[config.mk]
export PLATFORM = sky130hd
export DESIGN_NAME = gtmu_ctrl
export DESIGN_NICKNAME = d
export VERILOG_FILES = /design/src/hdl/gtmu_pkg.sv /design/src/hdl/gtmu_ctrl.sv
export SDC_FILE = /design/constraint.sdc
export NUM_CORES = 1
export LEC_CHECK = 0
export BUFFER_PORTS_ARGS = -buffer_cell sky130_fd_sc_hd__clkbuf_2
export CAP_MARGIN = 20
export CORE_AREA = 2 2 39 41
export CTS_BUF_LIST = sky130_fd_sc_hd__clkbuf_2
export DETAILED_ROUTE_END_ITERATION = 6
export DIE_AREA = 0 0 41 43
export PLACE_DENSITY = 0.42
export SYNTH_ARGS = -nofsm -noshare
export SYNTH_HDL_FRONTEND = slang
export SYNTH_SLANG_ARGS = --single-unit
[constraint.sdc]
create_clock -name aclk -period 1 [get_ports aclk]
set_clock_uncertainty 0.15 [all_clocks]
set_input_delay 0.05 -clock aclk [delete_from_list [all_inputs] [get_ports aclk]]
set_output_delay 0.05 -clock aclk [all_outputs]
set_load 0.05 [all_outputs]
[src/hdl/gtmu_pkg.sv]
// Shared constants, field layout and controller/datapath interface types for the GEMM tile core.
package gtmu_pkg;

    localparam int TILE_ROWS    = 4;
    localparam int TILE_COLS    = 4;
    localparam int TILE_N       = TILE_ROWS * TILE_COLS;
    localparam int ACC_BITS_DEF = 48;

    localparam int Q_W   = 16;   // A, B, alpha, beta
    localparam int C_W   = 32;   // C element and result
    localparam int IDX_W = $clog2(TILE_N);

    // beta*C sits at Q.44 once shifted, alpha*acc at Q.44; result is Q.15
    localparam int C_SHIFT   = 15;
    localparam int RND_SHIFT = 29;

    // s_tdata layout, lowest bits first
    localparam int A_LSB       = 0;
    localparam int B_LSB       = A_LSB + TILE_ROWS * Q_W;
    localparam int C_LSB       = B_LSB + TILE_COLS * Q_W;
    localparam int IDX_LSB     = C_LSB + C_W;
    localparam int S_FIELDS_W  = IDX_LSB + IDX_W;
    localparam int S_TDATA_W   = ((S_FIELDS_W + 7) / 8) * 8;
    localparam int S_TUSER_W   = 2;
    localparam int USER_ACTION = 0;
    localparam int USER_FIRST  = 1;

    localparam int M_TDATA_W = C_W;
    localparam int M_TUSER_W = 1;

    localparam logic ACT_ACC = 1'b0;
    localparam logic ACT_UPD = 1'b1;

    localparam int CFG_IDX_W  = 8;
    localparam int CFG_DATA_W = Q_W;
    localparam logic [CFG_IDX_W-1:0] CFG_ALPHA = 8'd0;
    localparam logic [CFG_IDX_W-1:0] CFG_BETA  = 8'd1;

    localparam logic [Q_W-1:0] ALPHA_RST = 16'h4000;
    localparam logic [Q_W-1:0] BETA_RST  = 16'h0000;

    typedef struct packed {
        logic ld_acc;   // capture products of an accumulate word
        logic add_acc;  // fold products into the accumulators
        logic ld_upd;   // capture C and the selected accumulator
        logic mul;      // form the three scaled partial products
        logic sum;      // add low terms, round and shift
        logic ld_out;   // final add, saturate, load output register
    } cmd_t;

    typedef struct packed {
        logic out_free;
    } stat_t;

endpackage

[src/hdl/gtmu_ctrl.sv]
// Sequencing state machine for accumulate and update words.
module gtmu_ctrl (
    input  logic              aclk,
    input  logic              aresetn,
    input  logic              s_tvalid,
    output logic              s_tready,
    input  logic              action,
    input  gtmu_pkg::stat_t   stat,
    output gtmu_pkg::cmd_t    cmd
);

    localparam logic [2:0] ST_IDLE = 3'd0;
    localparam logic [2:0] ST_ACC  = 3'd1;
    localparam logic [2:0] ST_MUL  = 3'd2;
    localparam logic [2:0] ST_SUM  = 3'd3;
    localparam logic [2:0] ST_OUT  = 3'd4;

    logic [2:0] state_reg;
    logic [2:0] state_next;

    always_ff @(posedge aclk) begin
        if (!aresetn) begin
            state_reg <= ST_IDLE;
        end else begin
            state_reg <= state_next;
        end
    end

    always_comb begin
        state_next = state_reg;
        cmd        = '0;
        s_tready   = 1'b0;
        unique case (state_reg)
            ST_IDLE: begin
                s_tready = 1'b1;
                if (s_tvalid) begin
                    if (action == gtmu_pkg::ACT_UPD) begin
                        cmd.ld_upd = 1'b1;
                        state_next = ST_MUL;
                    end else begin
                        cmd.ld_acc = 1'b1;
                        state_next = ST_ACC;
                    end
                end
            end
            ST_ACC: begin
                cmd.add_acc = 1'b1;
                state_next  = ST_IDLE;
            end
            ST_MUL: begin
                cmd.mul    = 1'b1;
                state_next = ST_SUM;
            end
            ST_SUM: begin
                cmd.sum    = 1'b1;
                state_next = ST_OUT;
            end
            ST_OUT: begin
                // hold the result until the output register frees up
                if (stat.out_free) begin
                    cmd.ld_out = 1'b1;
                    state_next = ST_IDLE;
                end
            end
            default: begin
                state_next = ST_IDLE;
            end
        endcase
    end

endmodule

==> results of run 1 <==
synth_stat cells:
library cell	n
nor3_1	1
buf_4	1
and3b_1	1
nor4b_1	1
o21a_1	1
inv_2	1
and3_1	1
and4bb_2	1
a2111oi_2	1
inv_1	1
dfxtp_1	3
nor4_1	2
nor3_2	1
nand2b_1	1
nor3b_1	1
buf_6	1
a21oi_1	1
cells in the final DEF (no fill, tap or decap), drive strengths merged:
master,instances
and3,1
dlygate4sd3,1
clkbuf,11
a2111oi,1
inv,2
nor4,2
a21oi,1
dfxtp,3
nor3,2
o21a,1
nor4b,1
buf,15
nor3b,1
nand2b,1
and4bb,1
and3b,1
logic make-up (layout without fill, tap and decap cells):
group,count (synthesis),in the layout,synth area share
AO/OA/AOI/OAI,3,3,0.144
buffers and inverters,4,29,0.137
flip-flops,3,3,0.314
AND/OR/NAND/NOR,10,10,0.405
worst paths after layout:
| check | cells past startpoint | start | slack (ns) | end |
|---|---|---|---|---|
| max | 3 | state_reg[1] | -0.41 | cmd[5] |
| min | 3 | stat | 0.02 | state_reg[2] |
| max reg2reg | 4 | state_reg[0] | -0.26 | state_reg[2] |
| min reg2reg | 2 | state_reg[1] | 0.43 | state_reg[0] |
per-stage QoR:
| stage | TNS [ns] | utilization | std cells | total power [mW] | area (µm²) |
|---|---|---|---|---|---|
| after global placement | -1.81 | 0.270 | 51 | 0.331 | 374 |
| after detailed placement | -2.07 | 0.270 | 51 | 0.333 | 374 |
| after global routing | -3.10 | 0.413 | 61 | 0.627 | 572 |
| after floorplan | -1.82 | - | 20 | 0.260 | 234 |
| after CTS | -2.49 | 0.384 | 58 | 0.583 | 532 |
| final | -2.59 | 0.413 | 61 | 0.594 | 572 |
per-layer routing:
metal  vias to the layer above  GRT usage  part of all wire
met5                         -          0                 0
met2                        10      0.206              0.63
li1                        124          -                 -
met1                       118      0.106              0.27
met4                         0      0.100             0.026
met3                         2     0.0524             0.075
worst register-to-register path, delay by kind of cell, from the launching register on:
| family | cells | cell delay, ns |
|---|---|---|
| buf+inv | 2 | 0.23 |
| compound gates | 1 | 0.16 |
| simple gates | 1 | 0.29 |
| flops | 1 | 0.38 |
power breakdown:
part           total, mW  switching (mW)  internal (mW)
clock              0.179          0.0733          0.106
combinational      0.272           0.124          0.148
sequential         0.143          0.0195          0.124
what timing repair did:
action / in CTS / in global routing
endpoints found under the setup margin: 10 / 10
pin swaps: 4 / 5
gates resized for setup: 23 / 7
hold buffers: 1 / 0
setup buffers: 2 / 3
endpoints found under the hold margin: 2 / 0
area by class of cell:
cell class	count	area, µm²
repair buffers	23	285
well taps	16	20.0
multi-input cells	13	168
clock buffers	4	20.0
flip-flops and latches	3	71.3
fillers	139	812
inverters	2	7.51
==> summary.md, run 1 <==
| Metric | Value |
|---|---|
| Run status | `complete, but fails checks` |
| Violated checks | `negative setup slack` |
| Fin crit period | `about 1.4 ns` |
| Cell class contributing the biggest share of worst-path delay | `flip-flops` |
| Initial antenna violation count | `0` |
| Most frequent cell on the critical path | `buf_12` |
| DIE AREA | `~1800 µm²` |
| Maximum level of the CTS H-tree | `1` |
| Final net count | `51` |
| Share of cells above drive strength 1 | `0.889` |
| Synthesized instance count | `20` |
| Buffer levels on the longest clock path | `2` |
| Share of synthesized area occupied by flip-flops and latches | `0.314` |
| Floorplan Core Area | `1380 µm²` |
| Critical path's slowest cell | `dfxtp_4` |
| Global-route wire length before repair | `1.35 mm` |
| Reg clk slew, reported paths | `0.05 ns` |
| Worst IR Drop VDD | `0.588 mV` |
| Num Clock Sinks | `3` |
| Leakage power figure | `0.243 nW` |
| ANT cells | `0` |
| Worst hold margin | `roughly 0.016 ns` |
| Initial Util | `0.138` |
| CTS Buf Count | `3` |
| First-pass DRT Iterations | `4` |
| DP HPWL | `between 400 and 500 µm` |
| Largest incremental delay on the critical path | `0.37 ns` |
| Post-route DRC | `0` |
| Setup slack after placement | `-0.271 ns` |
| Clk_lat worst skew | `0.22 ns` |
| CP Buf/Inv Count | `2` |
| Maximum number of pins on one net before global-route repair | `8` |
| Post-synth top area share | `0.314` |
| FP Rows | `14` |
| Port buffer count | `11` |
| Least-Margin Pin Slew | `around 0.28 ns` |
| Yosys synthesis warning count | `0` |
| Chip Width | `41 µm` |
| Die extent in y | `roughly 43 µm` |
| Class of the tightest hold or removal check | `input pin to flip-flop` |
| Final worst path period share | `1.41` |
| Number of max-cap violations | `0` |
| Syn-to-layout area delta | `199%` |
| Total power per unit cell area | `~1000 nW/µm²` |
| RSZ-0062 raised after global routing | `yes` |
| Antenna viol nets, final | `0` |
| Library cell with the largest summed area after synthesis | `dfxtp_1` |
| Final Hold Fails | `0` |
| Setup violators final | `10` |
| Type of destination of the critical path | `output pin` |
| Max Transition Viols Final | `0` |
| Placer congestion estimate | `0.762` |
| Mean routed wirelength per cell | `13.1 µm` |
| Net count after synthesis | `25` |
| Vias in the first global route | `304` |
| Number of top-level pins | `12` |
| GRT Residual Overflow | `0` |
| Number of flip-flops under the largest register name | `3` |
| Largest fanout on the critical path | `7` |
| DRC violation total after the first TritonRoute iteration | `4` |
| Final WL | `800 µm` |
| Leading cell types by total area after synthesis | `dfxtp_1 31%, a2111oi_2 7.8%, and4bb_2 6.5%, nor4_1 6.5%, buf_6 5.9%` |
| Number of vias per cell after detailed routing | `4.16` |
| Data arrival time of the critical path | `1.21 ns` |
| Maximum operating frequency | `roughly 0.7 GHz` |
| TritonCTS clock tree | `done` |
| Headroom to the max-slew limit | `0.809` |
| Cell chosen for the clock root | `clkbuf_2` |
| Kind of critical path | `flip-flop to output pin` |
| Number of flip-flops and latches in the synthesized netlist | `3` |
| Post-synthesis cell area | `191 µm²` |
| Total via count after detailed routing | `254` |
| Kind of start point of the critical path | `flip-flop` |
| Synth cell types | `17` |
| GRT Overall Usage | `0.124` |
| Setup ws final | `-0.415 ns` |
| Synthesized area divided by synthesized cell count | `9.57 µm²` |
| Critical path cell sequence | `buf_12, nor4_4, buf_12` |
| CP Data Required Time | `about 0.80 ns` |
No activity file was read; power rests on OpenSTA's default activity.
==> inputs of run 2 (changes only) <==
--- a/config.mk
+++ b/config.mk
@@ -5,6 +5,7 @@
 export SDC_FILE = /design/constraint.sdc
 export NUM_CORES = 1
 export LEC_CHECK = 0
+export ABC_AREA = 1
 export BUFFER_PORTS_ARGS = -buffer_cell sky130_fd_sc_hd__clkbuf_2
 export CAP_MARGIN = 20
 export CORE_AREA = 2 2 39 41
==> summary.md, run 2 <==
| Metric | Value |
|---|---|
| Chip Width | `41 µm (unchanged)` |
| Maximum operating frequency | `0.737 GHz (+4.3%)` |
| Number of vias per cell after detailed routing | `3.99 (-4.3%)` |
| Number of max-cap violations | `0 (unchanged)` |
| ANT cells | `0 (unchanged)` |
| GRT Overall Usage | `0.0773 (-0.0472)` |
| Post-synth top area share | `0.312 (-0.00204)` |
| Net count after synthesis | `36 (+44%)` |
| Vias in the first global route | `227 (-25%)` |
| Headroom to the max-slew limit | `0.826 (+0.0167)` |
| Reg clk slew, reported paths | `0.04 ns (about the same)` |
| Setup violators final | `10 (unchanged)` |
| TritonCTS clock tree | `done` |
| Leakage power figure | `0.229 nW (-5.9%)` |
| Most used cells in the layout excluding fill and tap cells | `8 x clkbuf_2, 5 x inv_1, 4 x nand3_2, 4 x buf_8, 4 x buf_12` |
| Fraction of registers with async set or reset after synthesis | `0 (unchanged)` |
| Data arrival time of the critical path | `1.16 ns (-0.05 ns)` |
| Largest fanout on the critical path | `4 (-3)` |
| Maximum number of pins on one net before global-route repair | `8 (unchanged)` |
| Type of destination of the critical path | `output pin` |
| Floorplan Core Area | `1380 µm² (unchanged)` |
| Final net count | `58 (+14%)` |
| Leading cell types by total area after synthesis | `dfxtp_1 31%, nand3_1 18%, inv_1 16%, nor2_1 7.8%, nand2_1 5.8%` |
| Synthesized area divided by synthesized cell count | `6.22 µm² (-35%)` |
| Most frequently used flop master after synthesis | `dfxtp_1` |
| DIE AREA | `1760 µm² (unchanged)` |
| Global-route wire length before repair | `869 µm (-35%)` |
| Commonest cells in the netlist | `8 x inv_1, 7 x nand3_1, 4 x nor2_1` |
| Library cell with the largest summed area after synthesis | `dfxtp_1` |
| Initial antenna violation count | `0 (unchanged)` |
| GRT Max-Usage Layer | `met2` |
| Total via count after detailed routing | `271 (+6.7%)` |
| RSZ-0062 raised after global routing | `yes` |
| Number of top-level pins | `12 (unchanged)` |
| Class of the tightest hold or removal check | `input pin to flip-flop` |
| Die extent in y | `43 µm (unchanged)` |
| Area of the multi-input gates | `174 µm² (+3.7%)` |
| Final WL | `587 µm (-27%)` |
| DP HPWL | `408 µm (-16%)` |
| Antenna viol nets, final | `0 (unchanged)` |
| Post-route DRC | `0 (unchanged)` |
| FP Rows | `14 (unchanged)` |
| Cell chosen for the clock root | `clkbuf_2` |
| Met1 track demand over resource in global routing | `0.0868 (-0.0193)` |
| Mean routed wirelength per cell | `8.63 µm (-34%)` |
| Initial Util | `0.139 (+0.000904)` |
| Synth cell types | `11 (-6)` |
| Placer congestion estimate | `0.642 (-16%)` |
| Num Clock Sinks | `3 (unchanged)` |
| Yosys synthesis warning count | `0 (unchanged)` |
| Most common library cell in the layout ignoring fill and taps | `clkbuf_2` |
| CP Data Required Time | `0.80 ns (about the same)` |
| Clk_lat worst skew | `0.20 ns (-0.02 ns)` |
| Syn-to-layout area delta | `177%` |
| Violated checks | `negative setup slack` |
| Kind of critical path | `flip-flop to output pin` |
| Fin cells | `68 (+11%)` |
| Final Power | `0.670 mW (+13%)` |
| Number of flip-flops and latches in the synthesized netlist | `3 (unchanged)` |
| Least-Margin Pin Slew | `0.259 ns (-0.0248 ns)` |
| Area of all sequential standard cells | `66.3 µm² (-7.0%)` |
| Worst IR Drop VDD | `0.514 mV (-13%)` |
| DRC violation total after the first TritonRoute iteration | `0 (-4)` |
| Fin crit period | `1.36 ns (-0.0578 ns)` |
| First-pass DRT Iterations | `1 (-3)` |
| Grt met3 use | `0.0314 (-0.0209)` |
| Number of synthesized flops with an enable pin | `0 (unchanged)` |
| Most used standard cell by instance count after synthesis | `inv_1` |
| GRT Residual Overflow | `0 (unchanged)` |
| Share of synthesized area occupied by flip-flops and latches | `0.312 (-0.00204)` |
| CTS Buf Count | `3 (unchanged)` |
| Met2 routing resource usage after global routing | `0.100 (-0.106)` |
| Kind of start point of the critical path | `flip-flop` |
| Final worst path period share | `1.36 (-0.0578)` |
| Buffer levels on the longest clock path | `2 (unchanged)` |
| Share of cells above drive strength 1 | `0.750 (-0.139)` |
| Run status | `complete, but fails checks` |
| Post-synthesis cell area | `193 µm² (+0.65%)` |
| Final Hold Fails | `0 (unchanged)` |
| Total power per unit cell area | `1260 nW/µm² (+21%)` |
| Max Transition Viols Final | `0 (unchanged)` |
| Synthesized instance count | `31 (+55%)` |
| Port buffer count | `11 (unchanged)` |
| Number of flip-flops under the largest register name | `3 (unchanged)` |
| Placed cells | `62 (+22%)` |
| Maximum level of the CTS H-tree | `1 (unchanged)` |
| Setup ws final | `-0.357 ns (+0.0578 ns)` |
| Filler cell count | `153 (+10%)` |
[run 2: repair_timing]
| action | 4_1_cts | 5_1_grt |
|---|---|---|
| hold buffers | 1 | 0 |
| buffers inserted | 0 | 1 |
| gates resized for setup | 9 | 10 |
| pin swaps | 0 | 5 |
| endpoints found under the hold margin | 3 | 0 |
| endpoints found under the setup margin | 10 | 10 |
[run 2: final timing paths]
kind / end / cells after the start / slack (ns) / from
max: cmd[0] / 3 / -0.36 / state_reg[1]
min: state_reg[2] / 4 / 0.06 / stat
max reg2reg: state_reg[0] / 5 / -0.09 / state_reg[0]
min reg2reg: state_reg[2] / 3 / 0.49 / state_reg[2]
[run 2: final cells by class]
cell class	count	share of cell area
Clock buffer	4	0.0376
Inverter	9	0.0845
Multi-Input combinational cell	19	0.326
Sequential cell	3	0.124
Tap cell	16	0.0376
Timing Repair Buffer	17	0.390
[run 2: power breakdown]
part | internal [mW] | switching (mW)
Sequential | 0.131 | 0.0124
Clock | 0.105 | 0.0609
Combinational | 0.158 | 0.202
Total | 0.394 | 0.276
[run 2: per-layer routing]
metal  routed length, µm  vias up
met4                   8        0
li1                    -      140
met3                  35        2
met1                 196      119
met5                   0        -
met2                 347       10
[run 2: cell families (layout without fill, tap and decap cells)]
group	after synthesis	in the layout	share of synthesized area
flip-flops	3	3	0.312
AO/OA/AOI/OAI	1	1	0.0259
AND/OR/NAND/NOR	18	18	0.487
buffers and inverters	9	30	0.175
[run 2: critical path: stages (launching register included)]
cell and delay (ns):
dfxtp_4 0.35, buf_12 0.13, nor4_4 0.30, buf_12 0.18
[run 2: metrics by stage]
step / hold slack, ns / TNS, ns / instance area, µm² / setup slack (ns) / util
2_1_floorplan: 0.0427 / -0.493 / 262 / -0.209 / -
3_3_place_gp: 0.155 / -0.964 / 424 / -0.175 / 0.307
3_5_place_dp: 0.152 / -0.952 / 424 / -0.176 / 0.307
4_1_cts: 0.0683 / -2.29 / 493 / -0.376 / 0.356
5_1_grt: 0.0776 / -2.88 / 533 / -0.411 / 0.385
6_report: 0.0606 / -2.25 / 533 / -0.357 / 0.385
==> inputs of run 3 (changes only) <==
--- a/config.mk
+++ b/config.mk
@@ -5,11 +5,9 @@
 export SDC_FILE = /design/constraint.sdc
 export NUM_CORES = 1
 export LEC_CHECK = 0
-export ABC_AREA = 1
 export BUFFER_PORTS_ARGS = -buffer_cell sky130_fd_sc_hd__clkbuf_2
 export CAP_MARGIN = 20
 export CORE_AREA = 2 2 39 41
-export CTS_BUF_LIST = sky130_fd_sc_hd__clkbuf_2
 export DETAILED_ROUTE_END_ITERATION = 6
 export DIE_AREA = 0 0 41 43
 export PLACE_DENSITY = 0.42
==> summary.md, run 3 (synthesis gave the netlist of run 1 again) <==
| Metric | Value |
|---|---|
| Setup violators final | `9 (-1)` |
| DP HPWL | `484 µm (+18%)` |
| Headroom to the max-slew limit | `0.809 (-0.0166)` |
| Kind of start point of the critical path | `flip-flop` |
| Number of top-level pins | `12 (unchanged)` |
| Vias in the first global route | `310 (+37%)` |
| DRC violation total after the first TritonRoute iteration | `9 (+9)` |
| Die extent in y | `43 µm (unchanged)` |
| Clk_lat worst skew | `0.24 ns (+0.04 ns)` |
| Number of flip-flops under the largest register name | `3 (unchanged)` |
| Cell chosen for the clock root | `clkbuf_4` |
| CP Data Required Time | `0.80 ns (about the same)` |
| Data arrival time of the critical path | `1.23 ns (+0.07 ns)` |
| Setup ws final | `-0.432 ns (-0.0751 ns)` |
| Max Transition Viols Final | `0 (unchanged)` |
| Antenna viol nets, final | `0 (unchanged)` |
| Floorplan Core Area | `1380 µm² (unchanged)` |
| Total via count after detailed routing | `259 (-4.4%)` |
| Share of cells above drive strength 1 | `0.889 (+0.139)` |
| Most used cells in the layout excluding fill and tap cells | `8 x buf_6, 4 x clkbuf_2, 3 x clkbuf_4, 3 x buf_12, 3 x dfxtp_4` |
| Power share of the combinational group | `0.434 (-0.104)` |
| Number of vias per cell after detailed routing | `4.25 (+6.5%)` |
| Fin cells | `61 (-10%)` |
| Final WL | `820 µm (+40%)` |
| TritonCTS clock tree | `done` |
| Violated checks | `negative setup slack` |
| Met1 track demand over resource in global routing | `0.109 (+0.0225)` |
| Final worst path period share | `1.43 (+0.0751)` |
| Post-detailed-placement cell area | `374 µm² (-12%)` |
| Number of max-cap violations | `0 (unchanged)` |
| GRT Residual Overflow | `0 (unchanged)` |
| Largest fanout on the critical path | `7 (+3)` |
| Post-Layout Inst Area | `591 µm² (+11%)` |
| Kind of critical path | `flip-flop to output pin` |
| Global-route wire length before repair | `1.37 mm (+58%)` |
| Sw Share | `0.339 (-0.0729)` |
| Design internal power | `0.428 mW (+8.4%)` |
| Switching power of the nets | `0.219 mW (-21%)` |
| Maximum operating frequency | `0.698 GHz (-5.2%)` |
| DIE AREA | `1760 µm² (unchanged)` |
| RSZ-0062 raised after global routing | `yes` |
| Grt met3 use | `0.0524 (+0.0209)` |
| GRT Max-Usage Layer | `met2` |
| Class of the tightest hold or removal check | `input pin to flip-flop` |
| Placed cells | `51 (-18%)` |
| Number of instances on the worst hold path | `3 (-1)` |
| Initial antenna violation count | `0 (unchanged)` |
| Post-route DRC | `0 (unchanged)` |
| Syn-to-layout area delta | `208%` |
| Launch instance of the worst min-delay path | `stat` |
| Worst hold margin | `0.00325 ns (-0.0574 ns)` |
| Mean routed wirelength per cell | `13.4 µm (+56%)` |
| Cell class contributing the biggest share of worst-path delay | `flip-flops` |
| Port buffer count | `11 (unchanged)` |
| Most common library cell in the layout ignoring fill and taps | `buf_6` |
| GRT Overall Usage | `0.128 (+0.0502)` |
| Largest incremental delay on the critical path | `0.37 ns (+0.02 ns)` |
| Run status | `complete, but fails checks` |
| Type of destination of the critical path | `output pin` |
| Least-Margin Pin Slew | `0.284 ns (+0.0247 ns)` |
| Total power per unit cell area | `1090 nW/µm² (-13%)` |
| Worst flop-to-flop path startpoint | `state_reg[0]` |
| Reg-to-reg endpoint | `state_reg[2]` |
| Leakage power figure | `0.244 nW (+6.6%)` |
| Final net count | `51 (-12%)` |
| Num Clock Sinks | `3 (unchanged)` |
| Final Power | `0.647 mW (-3.5%)` |
| Final Hold Fails | `0 (unchanged)` |
| Maximum number of pins on one net before global-route repair | `8 (unchanged)` |
| CTS Buf Count | `3 (unchanged)` |
| Initial Util | `0.138 (-0.000904)` |
| Part of the power in registers | `0.222 (+0.008)` |
| Setup_tns | `-2.71 ns (-0.456 ns)` |
| Critical path cell sequence | `buf_6, nor4_4, buf_12` |
| Buffer levels on the longest clock path | `2 (unchanged)` |
| Reg clk slew, reported paths | `0.04 ns (about the same)` |
| Worst Hold Endpoint | `state_reg[2]` |
| FP Rows | `14 (unchanged)` |
| Register-to-register setup slack | `-0.23 ns (-0.14 ns)` |
| Critical path's slowest cell | `dfxtp_4` |
| Final core utilization | `0.427 (+0.0416)` |
| First-pass DRT Iterations | `3 (+2)` |
| Chip Width | `41 µm (unchanged)` |
| Met2 routing resource usage after global routing | `0.213 (+0.112)` |
| CP Buf/Inv Count | `2 (unchanged)` |
| Maximum level of the CTS H-tree | `1 (unchanged)` |
| ANT cells | `0 (unchanged)` |
| Fin crit period | `1.43 ns (+0.0751 ns)` |
| Placer congestion estimate | `0.762 (+19%)` |
| Number of cells on the worst reg-to-reg path | `4 (-1)` |
| Setup slack after placement | `-0.271 ns (-0.0952 ns)` |
| Power share of the clock group | `0.343 (+0.095)` |
| Worst IR Drop VDD | `0.735 mV (+43%)` |
==> run 3: how the worst max path moves through the flow <==
stage                     depth (start not counted)         start  slack [ns]      endpoint
after floorplan                                   3  state_reg[2]       -0.49        cmd[3]
after global placement                            3  state_reg[0]       -0.24        cmd[3]
after detailed placement                          3  state_reg[0]       -0.27  state_reg[2]
after CTS                                         3  state_reg[1]       -0.44        cmd[5]
after global routing                              3  state_reg[2]       -0.47        cmd[5]
final                                             3  state_reg[2]       -0.43        cmd[5]
==> run 3: repair_timing <==
item | CTS | global route
endpoints found under the setup margin | 10 | 10
cloned | 0 | 0
resized for setup | 24 | 9
pin swaps | 5 | 4
buffers inserted | 2 | 3
hold endpoints to repair | 3 | 3
hold buffers | 1 | 1
==> run 3: power by group through the flow <==
stage                     Clock (mW)  Combinational (mW)  Sequential, mW
after floorplan                    0               0.121           0.139
after global placement             0               0.183           0.148
after detailed placement           0               0.184           0.149
after CTS                      0.230               0.254           0.143
after global routing           0.246               0.294           0.145
final                          0.222               0.281           0.144
==> run 3: per-layer routing <==
metal,vias up,share of wire
met2,10,0.63
met5,-,0
met1,122,0.28
li1,125,-
met3,2,0.072
met4,0,0.016
==> run 3: tightest hold or removal path: stages <==
cell and delay [ns]:
clkbuf_2 0.10, nor4b_2 0.04, o21a_1 0.16
==> run 3: layout make-up <==
type | instances | area, µm²
clock buffer | 4 | 26.3
fill | 144 | 793
inverter | 2 | 10.0
multi-input combinational | 13 | 174
sequential | 3 | 71.3
tap | 16 | 20.0
timing repair buffer | 23 | 289
